`config.mk`:
```
export PLATFORM = sky130hd
export DESIGN_NAME = virtqueue_request_tracker_core
export DESIGN_NICKNAME = d
export VERILOG_FILES = /design/src/rtl/vrt_pkg.sv /design/src/rtl/vrt_in_stage.sv /design/src/rtl/vrt_out_stage.sv /design/src/rtl/vrt_engine.sv /design/src/rtl/virtqueue_request_tracker_core.sv
export SDC_FILE = /design/constraint.sdc
export NUM_CORES = 1
export LEC_CHECK = 0
export BUFFER_PORTS_ARGS = -buffer_cell sky130_fd_sc_hd__buf_2
export CORE_MARGIN = 3
export CORE_UTILIZATION = 55
export CTS_CLUSTER_SIZE = 8
export DETAILED_ROUTE_END_ITERATION = 8
export PLACE_DENSITY = 0.81
export RECOVER_POWER = 100
export SYNTH_ARGS = -nofsm -noshare
export SYNTH_HDL_FRONTEND = slang
export SYNTH_HIERARCHICAL = 1
export SYNTH_SLANG_ARGS = --single-unit
```
`constraint.sdc`:
```
create_clock -name clk_i -period 10.6 [get_ports clk_i]
set_input_delay 2.12 -clock clk_i [delete_from_list [all_inputs] [get_ports clk_i]]
set_output_delay 2.12 -clock clk_i [all_outputs]
set_load 0.05 [all_outputs]
```
`src/rtl/vrt_pkg.sv`:
```
// ----------------------------------------------------------------------------
// vrt_pkg
// Types, codes and constants shared by the virtqueue request tracker modules.
// ----------------------------------------------------------------------------
package vrt_pkg;

  // Pool and ring geometry
  localparam int SLOT_COUNT  = 8;
  localparam int QUEUE_SIZE  = 32;
  localparam int SLOT_BYTES  = 19;
  localparam int SLOT_W      = (SLOT_COUNT > 1) ? $clog2(SLOT_COUNT) : 1;
  localparam int QPOS_W      = $clog2(QUEUE_SIZE);

  // Slot area layout and descriptor constants
  localparam logic [31:0] STATUS_OFF    = 32'd16;
  localparam logic [31:0] STATUS_PRESET = 32'hff;
  localparam logic [9:0]  HDR_LEN       = 10'd16;
  localparam logic [9:0]  DATA_LEN      = 10'd512;
  localparam logic [9:0]  STATUS_LEN    = 10'd1;
  localparam logic [1:0]  F_NEXT        = 2'd1;
  localparam logic [1:0]  F_WRITE       = 2'd2;

  // Field widths
  localparam int IDX_W   = 5;
  localparam int CHK_W   = 3;
  localparam int CFG_IDX_W = 1;

  // Configuration register indexes
  localparam logic [CFG_IDX_W-1:0] CFG_DEVICE_READY = 1'd0;
  localparam logic [CFG_IDX_W-1:0] CFG_SLOT_BASE    = 1'd1;

  typedef enum logic [1:0] {
    OP_SUBMIT = 2'd0,
    OP_USED   = 2'd1,
    OP_CHECK  = 2'd2
  } opcode_e;

  typedef enum logic [2:0] {
    KIND_HDR    = 3'd0,
    KIND_STATUS = 3'd1,
    KIND_DESC   = 3'd2,
    KIND_AVAIL  = 3'd3,
    KIND_NOTIFY = 3'd4,
    KIND_ANSWER = 3'd5
  } kind_e;

  typedef enum logic [2:0] {
    CODE_OK        = 3'd0,
    CODE_NOT_READY = 3'd1,
    CODE_NULL_BUF  = 3'd2,
    CODE_NO_SLOT   = 3'd3,
    CODE_DEV_ERR   = 3'd4,
    CODE_NOT_DONE  = 3'd5,
    CODE_IGNORED   = 3'd6
  } code_e;

  // Result beats of a successful submit, in emission order
  typedef enum logic [2:0] {
    BEAT_HDR    = 3'd0,
    BEAT_STATUS = 3'd1,
    BEAT_DESC0  = 3'd2,
    BEAT_DESC1  = 3'd3,
    BEAT_DESC2  = 3'd4,
    BEAT_AVAIL  = 3'd5,
    BEAT_NOTIFY = 3'd6
  } beat_e;

  typedef struct packed {
    opcode_e          opcode;
    logic [31:0]      sector;
    logic [31:0]      buffer_addr;
    logic [31:0]      used_id;
    logic [CHK_W-1:0] check_slot;
    logic [7:0]       status_byte;
  } item_t;

  typedef struct packed {
    kind_e            kind;
    logic [IDX_W-1:0] index;
    logic [31:0]      addr;
    logic [9:0]       length;
    logic [1:0]       desc_flags;
    logic [IDX_W-1:0] next_index;
    logic [31:0]      value;
    code_e            code;
    logic             last;
  } result_t;

  // Byte offset of a slot inside the slot area
  function automatic logic [31:0] slot_offset(input logic [SLOT_W-1:0] slot);
    logic [31:0] off;
    off = 32'(slot) * 32'(SLOT_BYTES);
    return off;
  endfunction

endpackage

```
`src/rtl/vrt_in_stage.sv`:
```
// ----------------------------------------------------------------------------
// vrt_in_stage
// Input register: holds one accepted word until the engine retires it.
// ----------------------------------------------------------------------------
module vrt_in_stage
  import vrt_pkg::*;
(
  input  logic  clk_i,
  input  logic  rst_ni,
  input  logic  in_valid_i,
  output logic  in_ready_o,
  input  item_t in_item_i,
  input  logic  pop_i,
  output logic  item_valid_o,
  output item_t item_o
);

  logic  valid_q, valid_d;
  item_t item_q;

  // Take a new word when empty or when the held one retires this cycle
  assign in_ready_o = !valid_q || pop_i;

  always_comb begin
    valid_d = valid_q;
    if (in_ready_o) begin
      valid_d = in_valid_i;
    end
  end

  always_ff @(posedge clk_i or negedge rst_ni) begin
    if (!rst_ni) begin
      valid_q <= 1'b0;
    end else begin
      valid_q <= valid_d;
    end
  end

  always_ff @(posedge clk_i) begin
    if (in_ready_o && in_valid_i) begin
      item_q <= in_item_i;
    end
  end

  assign item_valid_o = valid_q;
  assign item_o       = item_q;

endmodule

```
`src/rtl/vrt_out_stage.sv`:
```
// ----------------------------------------------------------------------------
// vrt_out_stage
// Output register: holds one result word until the sink takes it.
// ----------------------------------------------------------------------------
module vrt_out_stage
  import vrt_pkg::*;
(
  input  logic    clk_i,
  input  logic    rst_ni,
  input  logic    load_i,
  input  result_t res_i,
  output logic    can_load_o,
  output logic    out_valid_o,
  input  logic    out_ready_i,
  output result_t res_o
);

  logic    valid_q, valid_d;
  result_t res_q;

  // Free when empty or when the held word leaves this cycle
  assign can_load_o = !valid_q || out_ready_i;

  always_comb begin
    valid_d = valid_q;
    if (can_load_o) begin
      valid_d = load_i;
    end
  end

  always_ff @(posedge clk_i or negedge rst_ni) begin
    if (!rst_ni) begin
      valid_q <= 1'b0;
    end else begin
      valid_q <= valid_d;
    end
  end

  always_ff @(posedge clk_i) begin
    if (can_load_o && load_i) begin
      res_q <= res_i;
    end
  end

  assign out_valid_o = valid_q;
  assign res_o       = res_q;

endmodule

```
`src/rtl/vrt_engine.sv`:
```
// ----------------------------------------------------------------------------
// vrt_engine
// Slot pool state, config registers and per-beat result formation.
// ----------------------------------------------------------------------------
module vrt_engine
  import vrt_pkg::*;
(
  input  logic                 clk_i,
  input  logic                 rst_ni,
  input  logic                 cfg_we_i,
  input  logic [CFG_IDX_W-1:0] cfg_index_i,
  input  logic [31:0]          cfg_data_i,
  input  logic                 item_valid_i,
  input  item_t                item_i,
  output logic                 pop_o,
  input  logic                 can_load_i,
  output logic                 load_o,
  output result_t              res_o
);

  logic                  device_ready_q;
  logic [31:0]           slot_base_q;
  logic [SLOT_COUNT-1:0] slot_busy_q, slot_busy_d;
  logic [SLOT_COUNT-1:0] slot_done_q, slot_done_d;
  logic [15:0]           avail_q, avail_d;
  beat_e                 beat_q, beat_d;

  logic              fire;
  logic              free_found;
  logic [SLOT_W-1:0] free_slot;
  logic              used_hit;
  logic [SLOT_W-1:0] used_slot;
  logic              used_ok;
  logic              chk_in_range;
  logic [SLOT_W-1:0] chk_slot;
  logic              chk_done;
  logic              submit_ok;
  logic [31:0]       hdr_addr;
  logic [31:0]       st_addr;
  logic [IDX_W-1:0]  head;
  logic [15:0]       avail_inc;
  result_t           res;

  // Configuration writes
  always_ff @(posedge clk_i or negedge rst_ni) begin
    if (!rst_ni) begin
      device_ready_q <= 1'b0;
      slot_base_q    <= '0;
    end else if (cfg_we_i) begin
      case (cfg_index_i)
        CFG_DEVICE_READY: device_ready_q <= cfg_data_i[0];
        CFG_SLOT_BASE:    slot_base_q    <= cfg_data_i;
        default:          ;
      endcase
    end
  end

  // Lowest free slot
  always_comb begin
    free_found = 1'b0;
    free_slot  = '0;
    for (int i = SLOT_COUNT - 1; i >= 0; i--) begin
      if (!slot_busy_q[i]) begin
        free_found = 1'b1;
        free_slot  = SLOT_W'(i);
      end
    end
  end

  // Used id must equal 3*slot for some slot in the pool
  always_comb begin
    used_hit  = 1'b0;
    used_slot = '0;
    for (int i = 0; i < SLOT_COUNT; i++) begin
      if (item_i.used_id == 32'(3 * i)) begin
        used_hit  = 1'b1;
        used_slot = SLOT_W'(i);
      end
    end
  end

  assign used_ok      = used_hit && slot_busy_q[used_slot];
  assign chk_in_range = 32'(item_i.check_slot) < 32'(SLOT_COUNT);
  assign chk_slot     = SLOT_W'(item_i.check_slot);
  assign chk_done     = chk_in_range && slot_done_q[chk_slot];

  assign submit_ok = device_ready_q && (item_i.buffer_addr != '0) && free_found;

  // Addresses and ring values for the chosen slot
  assign hdr_addr  = slot_base_q + slot_offset(free_slot);
  assign st_addr   = slot_base_q + (slot_offset(free_slot) + STATUS_OFF);
  assign head      = IDX_W'(3 * int'(free_slot));
  assign avail_inc = avail_q + 16'd1;

  // Result word for the current beat
  always_comb begin
    res      = '0;
    res.kind = KIND_ANSWER;
    res.code = CODE_OK;
    res.last = 1'b1;
    case (item_i.opcode)
      OP_SUBMIT: begin
        if (!device_ready_q) begin
          res.code = CODE_NOT_READY;
        end else if (item_i.buffer_addr == '0) begin
          res.code = CODE_NULL_BUF;
        end else if (!free_found) begin
          res.code = CODE_NO_SLOT;
        end else begin
          res.last = 1'b0;
          case (beat_q)
            BEAT_HDR: begin
              res.kind  = KIND_HDR;
              res.index = IDX_W'(free_slot);
              res.addr  = hdr_addr;
              res.value = item_i.sector;
            end
            BEAT_STATUS: begin
              res.kind  = KIND_STATUS;
              res.index = IDX_W'(free_slot);
              res.addr  = st_addr;
              res.value = STATUS_PRESET;
            end
            BEAT_DESC0: begin
              res.kind       = KIND_DESC;
              res.index      = head;
              res.addr       = hdr_addr;
              res.length     = HDR_LEN;
              res.desc_flags = F_NEXT;
              res.next_index = head + IDX_W'(1);
            end
            BEAT_DESC1: begin
              res.kind       = KIND_DESC;
              res.index      = head + IDX_W'(1);
              res.addr       = item_i.buffer_addr;
              res.length     = DATA_LEN;
              res.desc_flags = F_NEXT | F_WRITE;
              res.next_index = head + IDX_W'(2);
            end
            BEAT_DESC2: begin
              res.kind       = KIND_DESC;
              res.index      = head + IDX_W'(2);
              res.addr       = st_addr;
              res.length     = STATUS_LEN;
              res.desc_flags = F_WRITE;
            end
            BEAT_AVAIL: begin
              res.kind  = KIND_AVAIL;
              res.index = IDX_W'(avail_q[QPOS_W-1:0]);
              res.value = 32'(head);
            end
            BEAT_NOTIFY: begin
              res.kind  = KIND_NOTIFY;
              res.value = 32'(avail_inc);
              res.last  = 1'b1;
            end
            default: begin
              res.last = 1'b1;
            end
          endcase
        end
      end
      OP_USED: begin
        if (used_ok) begin
          res.index = IDX_W'(used_slot);
        end else begin
          res.code = CODE_IGNORED;
        end
      end
      OP_CHECK: begin
        res.index = IDX_W'(item_i.check_slot);
        if (!chk_done) begin
          res.code = CODE_NOT_DONE;
        end else if (item_i.status_byte != '0) begin
          res.code = CODE_DEV_ERR;
        end
      end
      default: begin
        res.code = CODE_IGNORED;
      end
    endcase
  end

  assign fire   = item_valid_i && can_load_i;
  assign load_o = item_valid_i;
  assign pop_o  = fire && res.last;
  assign res_o  = res;

  // State commit on the final beat of an item, beat advance on the others
  always_comb begin
    slot_busy_d = slot_busy_q;
    slot_done_d = slot_done_q;
    avail_d     = avail_q;
    beat_d      = beat_q;
    if (fire) begin
      if (res.last) begin
        beat_d = BEAT_HDR;
        case (item_i.opcode)
          OP_SUBMIT: begin
            if (submit_ok) begin
              slot_busy_d[free_slot] = 1'b1;
              slot_done_d[free_slot] = 1'b0;
              avail_d                = avail_inc;
            end
          end
          OP_USED: begin
            if (used_ok) begin
              slot_done_d[used_slot] = 1'b1;
            end
          end
          OP_CHECK: begin
            if (chk_done) begin
              slot_done_d[chk_slot] = 1'b0;
              slot_busy_d[chk_slot] = 1'b0;
            end
          end
          default: ;
        endcase
      end else begin
        beat_d = beat_e'(beat_q + 3'd1);
      end
    end
  end

  always_ff @(posedge clk_i or negedge rst_ni) begin
    if (!rst_ni) begin
      slot_busy_q <= '0;
      slot_done_q <= '0;
      avail_q     <= '0;
      beat_q      <= BEAT_HDR;
    end else begin
      slot_busy_q <= slot_busy_d;
      slot_done_q <= slot_done_d;
      avail_q     <= avail_d;
      beat_q      <= beat_d;
    end
  end

`ifndef SYNTHESIS
  // A done slot is always a busy slot
  a_done_busy: assert property (@(posedge clk_i) disable iff (!rst_ni)
    (slot_done_q & ~slot_busy_q) == '0)
    else $error("slot done without busy");

  // A beat past the first only exists while an item is held
  a_beat_item: assert property (@(posedge clk_i) disable iff (!rst_ni)
    (beat_q != BEAT_HDR) |-> item_valid_i)
    else $error("beat advanced without item");

  // Each notify advances the avail counter by one
  a_notify_avail: assert property (@(posedge clk_i) disable iff (!rst_ni)
    (fire && res.kind == KIND_NOTIFY) |=> (avail_q == $past(avail_q) + 16'd1))
    else $error("avail count not advanced on notify");

  // A submit sequence always ends on the notify beat
  a_submit_end: assert property (@(posedge clk_i) disable iff (!rst_ni)
    (fire && res.last && item_i.opcode == OP_SUBMIT && submit_ok)
      |-> (beat_q == BEAT_NOTIFY))
    else $error("submit retired early");
`endif

endmodule

```
`src/rtl/virtqueue_request_tracker_core.sv`:
```
// Path: an accepted word is held in the input register; the engine forms its results
// combinationally into the output register, which feeds the master side. Results pass
// one per cycle through the single output register while the sink accepts: one per beat
// for a good submit, one for each used entry, check or rejected submit.
// Reset: asynchronous, clears both registers' valid flags, slot flags, avail count,
// the submit beat counter and the configuration registers.
// ----------------------------------------------------------------------------
// virtqueue_request_tracker_core
// Driver side of a split virtqueue for block reads with a fixed slot pool.
// ----------------------------------------------------------------------------
module virtqueue_request_tracker_core
  import vrt_pkg::*;
(
  input  logic                 clk_i,
  input  logic                 rst_ni,
  // configuration write port
  input  logic                 cfg_we_i,
  input  logic [CFG_IDX_W-1:0] cfg_index_i,
  input  logic [31:0]          cfg_data_i,
  // input stream
  input  logic                 s_axis_tvalid,
  output logic                 s_axis_tready,
  // sector, buffer_addr, used_id, check_slot, status_byte, zero pad
  input  logic [111:0]         s_axis_tdata,
  // opcode
  input  logic [1:0]           s_axis_tuser,
  // result stream
  output logic                 m_axis_tvalid,
  input  logic                 m_axis_tready,
  // index, addr, length, desc_flags, next_index, value, code, zero pad
  output logic [95:0]          m_axis_tdata,
  // kind
  output logic [2:0]           m_axis_tuser,
  output logic                 m_axis_tlast
);

  item_t   in_item;
  item_t   item;
  logic    item_valid;
  logic    pop;
  logic    can_load;
  logic    load;
  result_t res_new;
  result_t res_out;

  // Unpack the input word
  always_comb begin
    in_item.opcode      = opcode_e'(s_axis_tuser);
    in_item.sector      = s_axis_tdata[31:0];
    in_item.buffer_addr = s_axis_tdata[63:32];
    in_item.used_id     = s_axis_tdata[95:64];
    in_item.check_slot  = s_axis_tdata[98:96];
    in_item.status_byte = s_axis_tdata[106:99];
  end

  vrt_in_stage u_in (
    .clk_i        (clk_i),
    .rst_ni       (rst_ni),
    .in_valid_i   (s_axis_tvalid),
    .in_ready_o   (s_axis_tready),
    .in_item_i    (in_item),
    .pop_i        (pop),
    .item_valid_o (item_valid),
    .item_o       (item)
  );

  vrt_engine u_engine (
    .clk_i        (clk_i),
    .rst_ni       (rst_ni),
    .cfg_we_i     (cfg_we_i),
    .cfg_index_i  (cfg_index_i),
    .cfg_data_i   (cfg_data_i),
    .item_valid_i (item_valid),
    .item_i       (item),
    .pop_o        (pop),
    .can_load_i   (can_load),
    .load_o       (load),
    .res_o        (res_new)
  );

  vrt_out_stage u_out (
    .clk_i       (clk_i),
    .rst_ni      (rst_ni),
    .load_i      (load),
    .res_i       (res_new),
    .can_load_o  (can_load),
    .out_valid_o (m_axis_tvalid),
    .out_ready_i (m_axis_tready),
    .res_o       (res_out)
  );

  // Pack the result word
  assign m_axis_tdata = {7'd0, res_out.code, res_out.value, res_out.next_index,
                         res_out.desc_flags, res_out.length, res_out.addr,
                         res_out.index};
  assign m_axis_tuser = res_out.kind;
  assign m_axis_tlast = res_out.last;

endmodule

```
[Word level (Yosys, flattened, before mapping)]
Index checks and enable logic that the tools add are counted.
Storage, ports and cells
  input port bits: 152
  bits in read-only memories: 0
  output and inout port bits: 102
  bits in writable memories: 0
  logic and storage cells: 171
  memories: 0
  register bits: 272
  latch bits: 0
Operators by class
  reduce and logical (&&, ||, !) cells: 32
  div/mod/pow operators: 0
  shifts and indexed selects: 0
  $lt $le $gt $ge: 6
  multipliers: 2
  multiplexer cells: 72
  add/sub/neg operators: 7
  bitwise operators: 11
  eq/ne operators: 18
Operators by type and width (count)
  two-way mux 86 bit: 3
  case mux 32 bit (4 select lines): 1
  equality test 32 x 4 -> 1 bit (second input constant): 3
  case mux 32 bit (3 select lines): 1
  equality test 32 x 5 -> 1 bit (second input constant): 2
  zero test 32 bit: 2
  two-way mux 3 bit: 19
  two-way mux 8 bit: 5
  case mux 12 bit (3 select lines): 1
  adder 32 bit: 1
  adder 32 x 8 -> 32 bit: 1
  equality test 32 x 2 -> 1 bit (second input constant): 1
  equality test 32 x 3 -> 1 bit (second input constant): 1
  nonzero test 32 bit: 1
  two-way mux 1 bit: 27
  case mux 5 bit (5 select lines): 1
  AND 8 bit: 3
  case mux 8 bit (3 select lines): 1
  adder 16 x 1 -> 16 bit (second input constant): 1
  inverter 8 bit: 2
  OR 8 bit: 2
  case mux 8 bit (2 select lines): 1
  case mux 3 bit (5 select lines): 1
  case mux 5 bit (3 select lines): 1
  other kinds (36): 66

[Logic depth before layout (Yosys ltp)]
  depth in word-level cells: 16
  gate-level depth with buffers: 21
  mapped depth without buffers: 19

[Cells and area by module]
Netlist, hierarchy kept.
By module, submodules not included
  vrt_engine: sequential area each 1701.6 sq um, instances 1, area each 7509.7 sq um, cells each 928
  vrt_in_stage: sequential area each 3298.2 sq um, instances 1, area each 3326.9 sq um, cells each 113
  vrt_out_stage: sequential area each 2817.7 sq um, instances 1, area each 2846.5 sq um, cells each 97
  virtqueue_request_tracker_core: sequential area each 0.0 sq um, instances 1, area each 56.3 sq um, cells each 8

[Worst setup path after synthesis]
Ideal clock, no wire load.
  kind: input-to-output
  start: in m_axis_tready
  end: out s_axis_tready
  setup slack: 5.830 ns
  required time: 8.480 ns
  stages: 4
  arrival time: 2.650 ns
  buffers on the path: 0
  cells stage by stage: nand2b_4 -> nand2_1 -> nor2_1 -> nand2b_4
Between the ends
  longest elaborated chain between the ends: 4
RTL lines
  start: declaration: line virtqueue_request_tracker_core.sv:29  | input logic m_axis_tready,
  logical OR 1 bit: line vrt_out_stage.sv:22  | assign can_load_o = !valid_q || out_ready_i;
  logical AND 1 bit: line vrt_engine.sv:184  | assign fire = item_valid_i && can_load_i;
  logical AND 1 bit: line vrt_engine.sv:186  | assign pop_o = fire && res.last;
  named net pop: line virtqueue_request_tracker_core.sv:40  | logic pop;
  logical OR 1 bit: line vrt_in_stage.sv:22  | assign in_ready_o = !valid_q || pop_i;
  end: declaration: line virtqueue_request_tracker_core.sv:22  | output logic s_axis_tready,
The timed path passes the listed nets, and every way through them passes these cells.

[Final worst setup path]
  start: in m_axis_tready
  end: reg u_out.res_q (netlist bit u_out/res_o[66]), enable pin
Between the ends
  longest elaborated chain between the ends: 2
RTL lines
  logical OR 1 bit: line vrt_out_stage.sv:22
  named net can_load: line virtqueue_request_tracker_core.sv:41  | logic can_load;
  logical AND 1 bit: line vrt_out_stage.sv:40  | if (can_load_o && load_i) begin
  end signal: assignment: line vrt_out_stage.sv:41  | res_q <= res_i;
  end: declaration: line vrt_out_stage.sv:19  | result_t res_q;
The timed path passes the listed nets, and every way through them passes these cells.
A chain may end at the register's enable or synchronous reset.

==> impl_metrics.tcl <==
set metrics [dict create \
    status "complete, but fails checks" \
    fin_tns_setup_ps 0 \
    syn2layout_area_growth_pct 16.7 \
    p_seq_share_pct 35.4 \
    synthDominantCellAreaShare_pct 44.1 \
    violations "capacitance limit, slew limit" \
    power.internal_mw 2.48 \
    finalHoldViolations 0 \
    wl_per_cell_um 18.9 \
    post-route-period-util_pct 60.8 \
    start_kind "primary input" \
    cts_resized 0 \
    leakagePower_nw 6.13 \
    ir_worst_vdd_uv 141 \
    coreArea_mm2 0.0245 \
    fin_skew_ps 22.1 \
    p_comb_share_pct 35.4 \
    synth_seq_area_share_pct 56.9 \
    synth_cells 1146 \
    grt_max_degree 71 \
    insertion_delay_ps 520 \
    antenna_left 0 \
    cts-root-buf "clkbuf_16" \
    numCtsBuffers 39 \
    drtPass1Iterations 5 \
    syn_area_per_cell_um2 12.0 \
    setup-violations-final 0 \
    endpoint_kind "flop" \
    finalMaxSlewViolations 247 \
    clock_power_share_pct 29.2 \
    antenna_found_initial 1 \
    rsz0062_at_grt "false" \
    final_area_mm2 0.0160 \
    syn_area_mm2 0.0137 \
    synth_edf_count 202 \
    period_minus_slack_ps 6450 \
    ioPinCount 254 \
    viasPerCell 5.86 \
    yosys-top-cells-area "edfxtp_1, dfrtp_1, ha_1" \
    post-cts-setup-buffers 0 \
    clkTransAtPathRegs_ps 50 \
    clkSinkCount 272 \
    power.switching_mw 1.41 \
    drcViolationCount 0 \
    tritoncts "yes" \
    p_total_mw 3.89 \
    hp-class "flop to flop" \
    required_ps 10640 \
    overflow 0 \
    ctsHoldBuffers 0 \
    setup_slack_ps 4150 \
    ys.flop_type "edfxtp_1" \
    gp_congestion 0.898 \
    post-route-util_pct 65.5 \
    hpwl_mm 22.6 \
    wirelength_mm 32.8 \
    drtIter0Drc 990 \
    grt_pass1_vias 9370 \
    relSlewSlack_pct -165 \
    yosysWarnings 6 \
    final_cell_mix "edfxtp_1, buf_2, clkbuf_1" \
    async_flop_share_pct 25.7 \
    port_buffers 241 \
    path_max_fanout 61 \
    max_freq_mhz 155 \
    initial_core_util_pct 56.2 \
    critical_path_class "primary input to flop" \
    layout-drive-gt1-share_pct 17.7 \
    post-place-ws_ps 4920 \
    cts_buffer_depth 3 \
    pwr_density_cell_mw_per_mm2 243 \
    vias 10100 \
    antenna_cells 0 \
    dieHeight_um 164 \
    grt_pass1_wl_mm 50.4 \
    drv_cap 5 \
    worst_slew_pin_slew_ps 3980 \
    die_area_mm2 0.0269 \
    synth_top_cell_by_area "edfxtp_1" \
    final_nets 1574 \
    synth_seq_cells 272 \
    dpl_cell_area_mm2 0.0151 \
    synth_cell_types 87 \
    die_w_um 164 \
    worstPathArrival_ps 6490 \
    htree_levels 2 \
    p_sw_share_pct 36.3 \
    layout_commonest_cell "edfxtp_1" \
    rows 57 \
    grtUsageTotal_pct 23.9 \
]
worst paths after layout:
path | startpoint | end | slack [ps] | depth (start not counted)
max | m_axis_tready | u_out/res_o[66] | 4150 | 4
min | u_engine/avail_q[15] | u_engine/avail_q[15] | 510 | 1
max reg2reg | u_in/item_o[61] | u_in/item_o[35] | 4170 | 9
min reg2reg | u_engine/avail_q[15] | u_engine/avail_q[15] | 510 | 1
max in group asynchronous | rst_ni | u_engine/slot_done_q[1] | 5230 | 2
min in group asynchronous | rst_ni | u_engine/slot_base_q[25] | 3100 | 2
critical path: stages:
cell and delay, ps:
buf_2 70, nand2b_1 140, and2_0 1710, clkbuf_1 2380
power groups by stage:
stage | logic [mW] | clock network [mW] | registers [mW]
CTS | 1.39 | 1.16 | 1.37
finish | 1.38 | 1.14 | 1.38
global route | 1.53 | 1.21 | 1.39
detailed placement | 1.38 | 0 | 1.39
floorplan | 0.942 | 0 | 1.50
global placement | 1.34 | 0 | 1.38
layer usage:
layer / vias up / track usage [%] / share of wire [%]
met3: 76 / 4.49 / 9.3
met1: 4807 / 34.9 / 42
li1: 4723 / - / -
met2: 533 / 36.9 / 46
met5: - / 0 / 0.061
met4: 2 / 6.73 / 2.6
cells in the mapped netlist, types with 4 or more instances:
master	instances
edfxtp_1	202
dfrtp_1	70
nand2_1	76
fa_1	8
o22ai_1	15
xnor2_1	46
a221oi_1	7
and2_1	22
inv_1	44
and3_1	9
buf_1	5
mux2_2	33
xor2_1	38
o31a_1	10
buf_6	5
nand3_1	25
clkbuf_1	41
buf_4	17
a31oi_1	10
a222oi_1	10
nor2_1	93
nor2b_1	8
buf_2	6
nor3_1	26
nor3b_1	4
a21oi_1	43
o21ai_0	44
o31ai_1	11
o21bai_1	4
nand4_1	15
nand2b_1	8
a22oi_1	33
nor4_1	34
o211ai_1	5
ha_1	38
cells by family after synthesis:
kind of cell | Yosys count | synth area share (%)
muxes | 39 | 3.35
xor gates and xnor gates | 84 | 5.35
adders and majority gates | 46 | 4.63
and+or+nand+nor | 348 | 13.1
buffers and inverters | 120 | 4.22
DFF | 272 | 56.9
other | 2 | 0.0547
AOI/OAI and AO/OA | 235 | 12.4
per-stage QoR:
step | cells | hold slack, ps
after global placement | 1659 | 478
final | 1731 | 506
after detailed placement | 1659 | 495
after floorplan | 1158 | 461
after CTS | 1731 | 503
after global routing | 1731 | 526
state kept, by name, indices dropped and copies added, names as in the netlist:
| name | flops |
|---|---|
| u_engine/slot_base_q | 32 |
| u_out/out_valid_o | 1 |
| u_engine/beat_q | 3 |
| u_in/item_o | 109 |
| u_engine/avail_q | 16 |
| u_out/res_o | 93 |
| u_in/item_valid_o | 1 |
| u_engine/device_ready_q | 1 |
| u_engine/slot_busy_q | 8 |
| u_engine/slot_done_q | 8 |
area by class of cell:
class / count / area (um^2)
Fill cell: 1888 / 8430
Sequential cell: 272 / 7820
Multi-Input combinational cell: 766 / 5360
Timing Repair Buffer: 253 / 1150
Clock buffer: 70 / 1110
Tap cell: 324 / 405
Inverter: 44 / 165
Clock inverter: 2 / 25.0
Note: power is estimated with default switching activity, not from simulation.
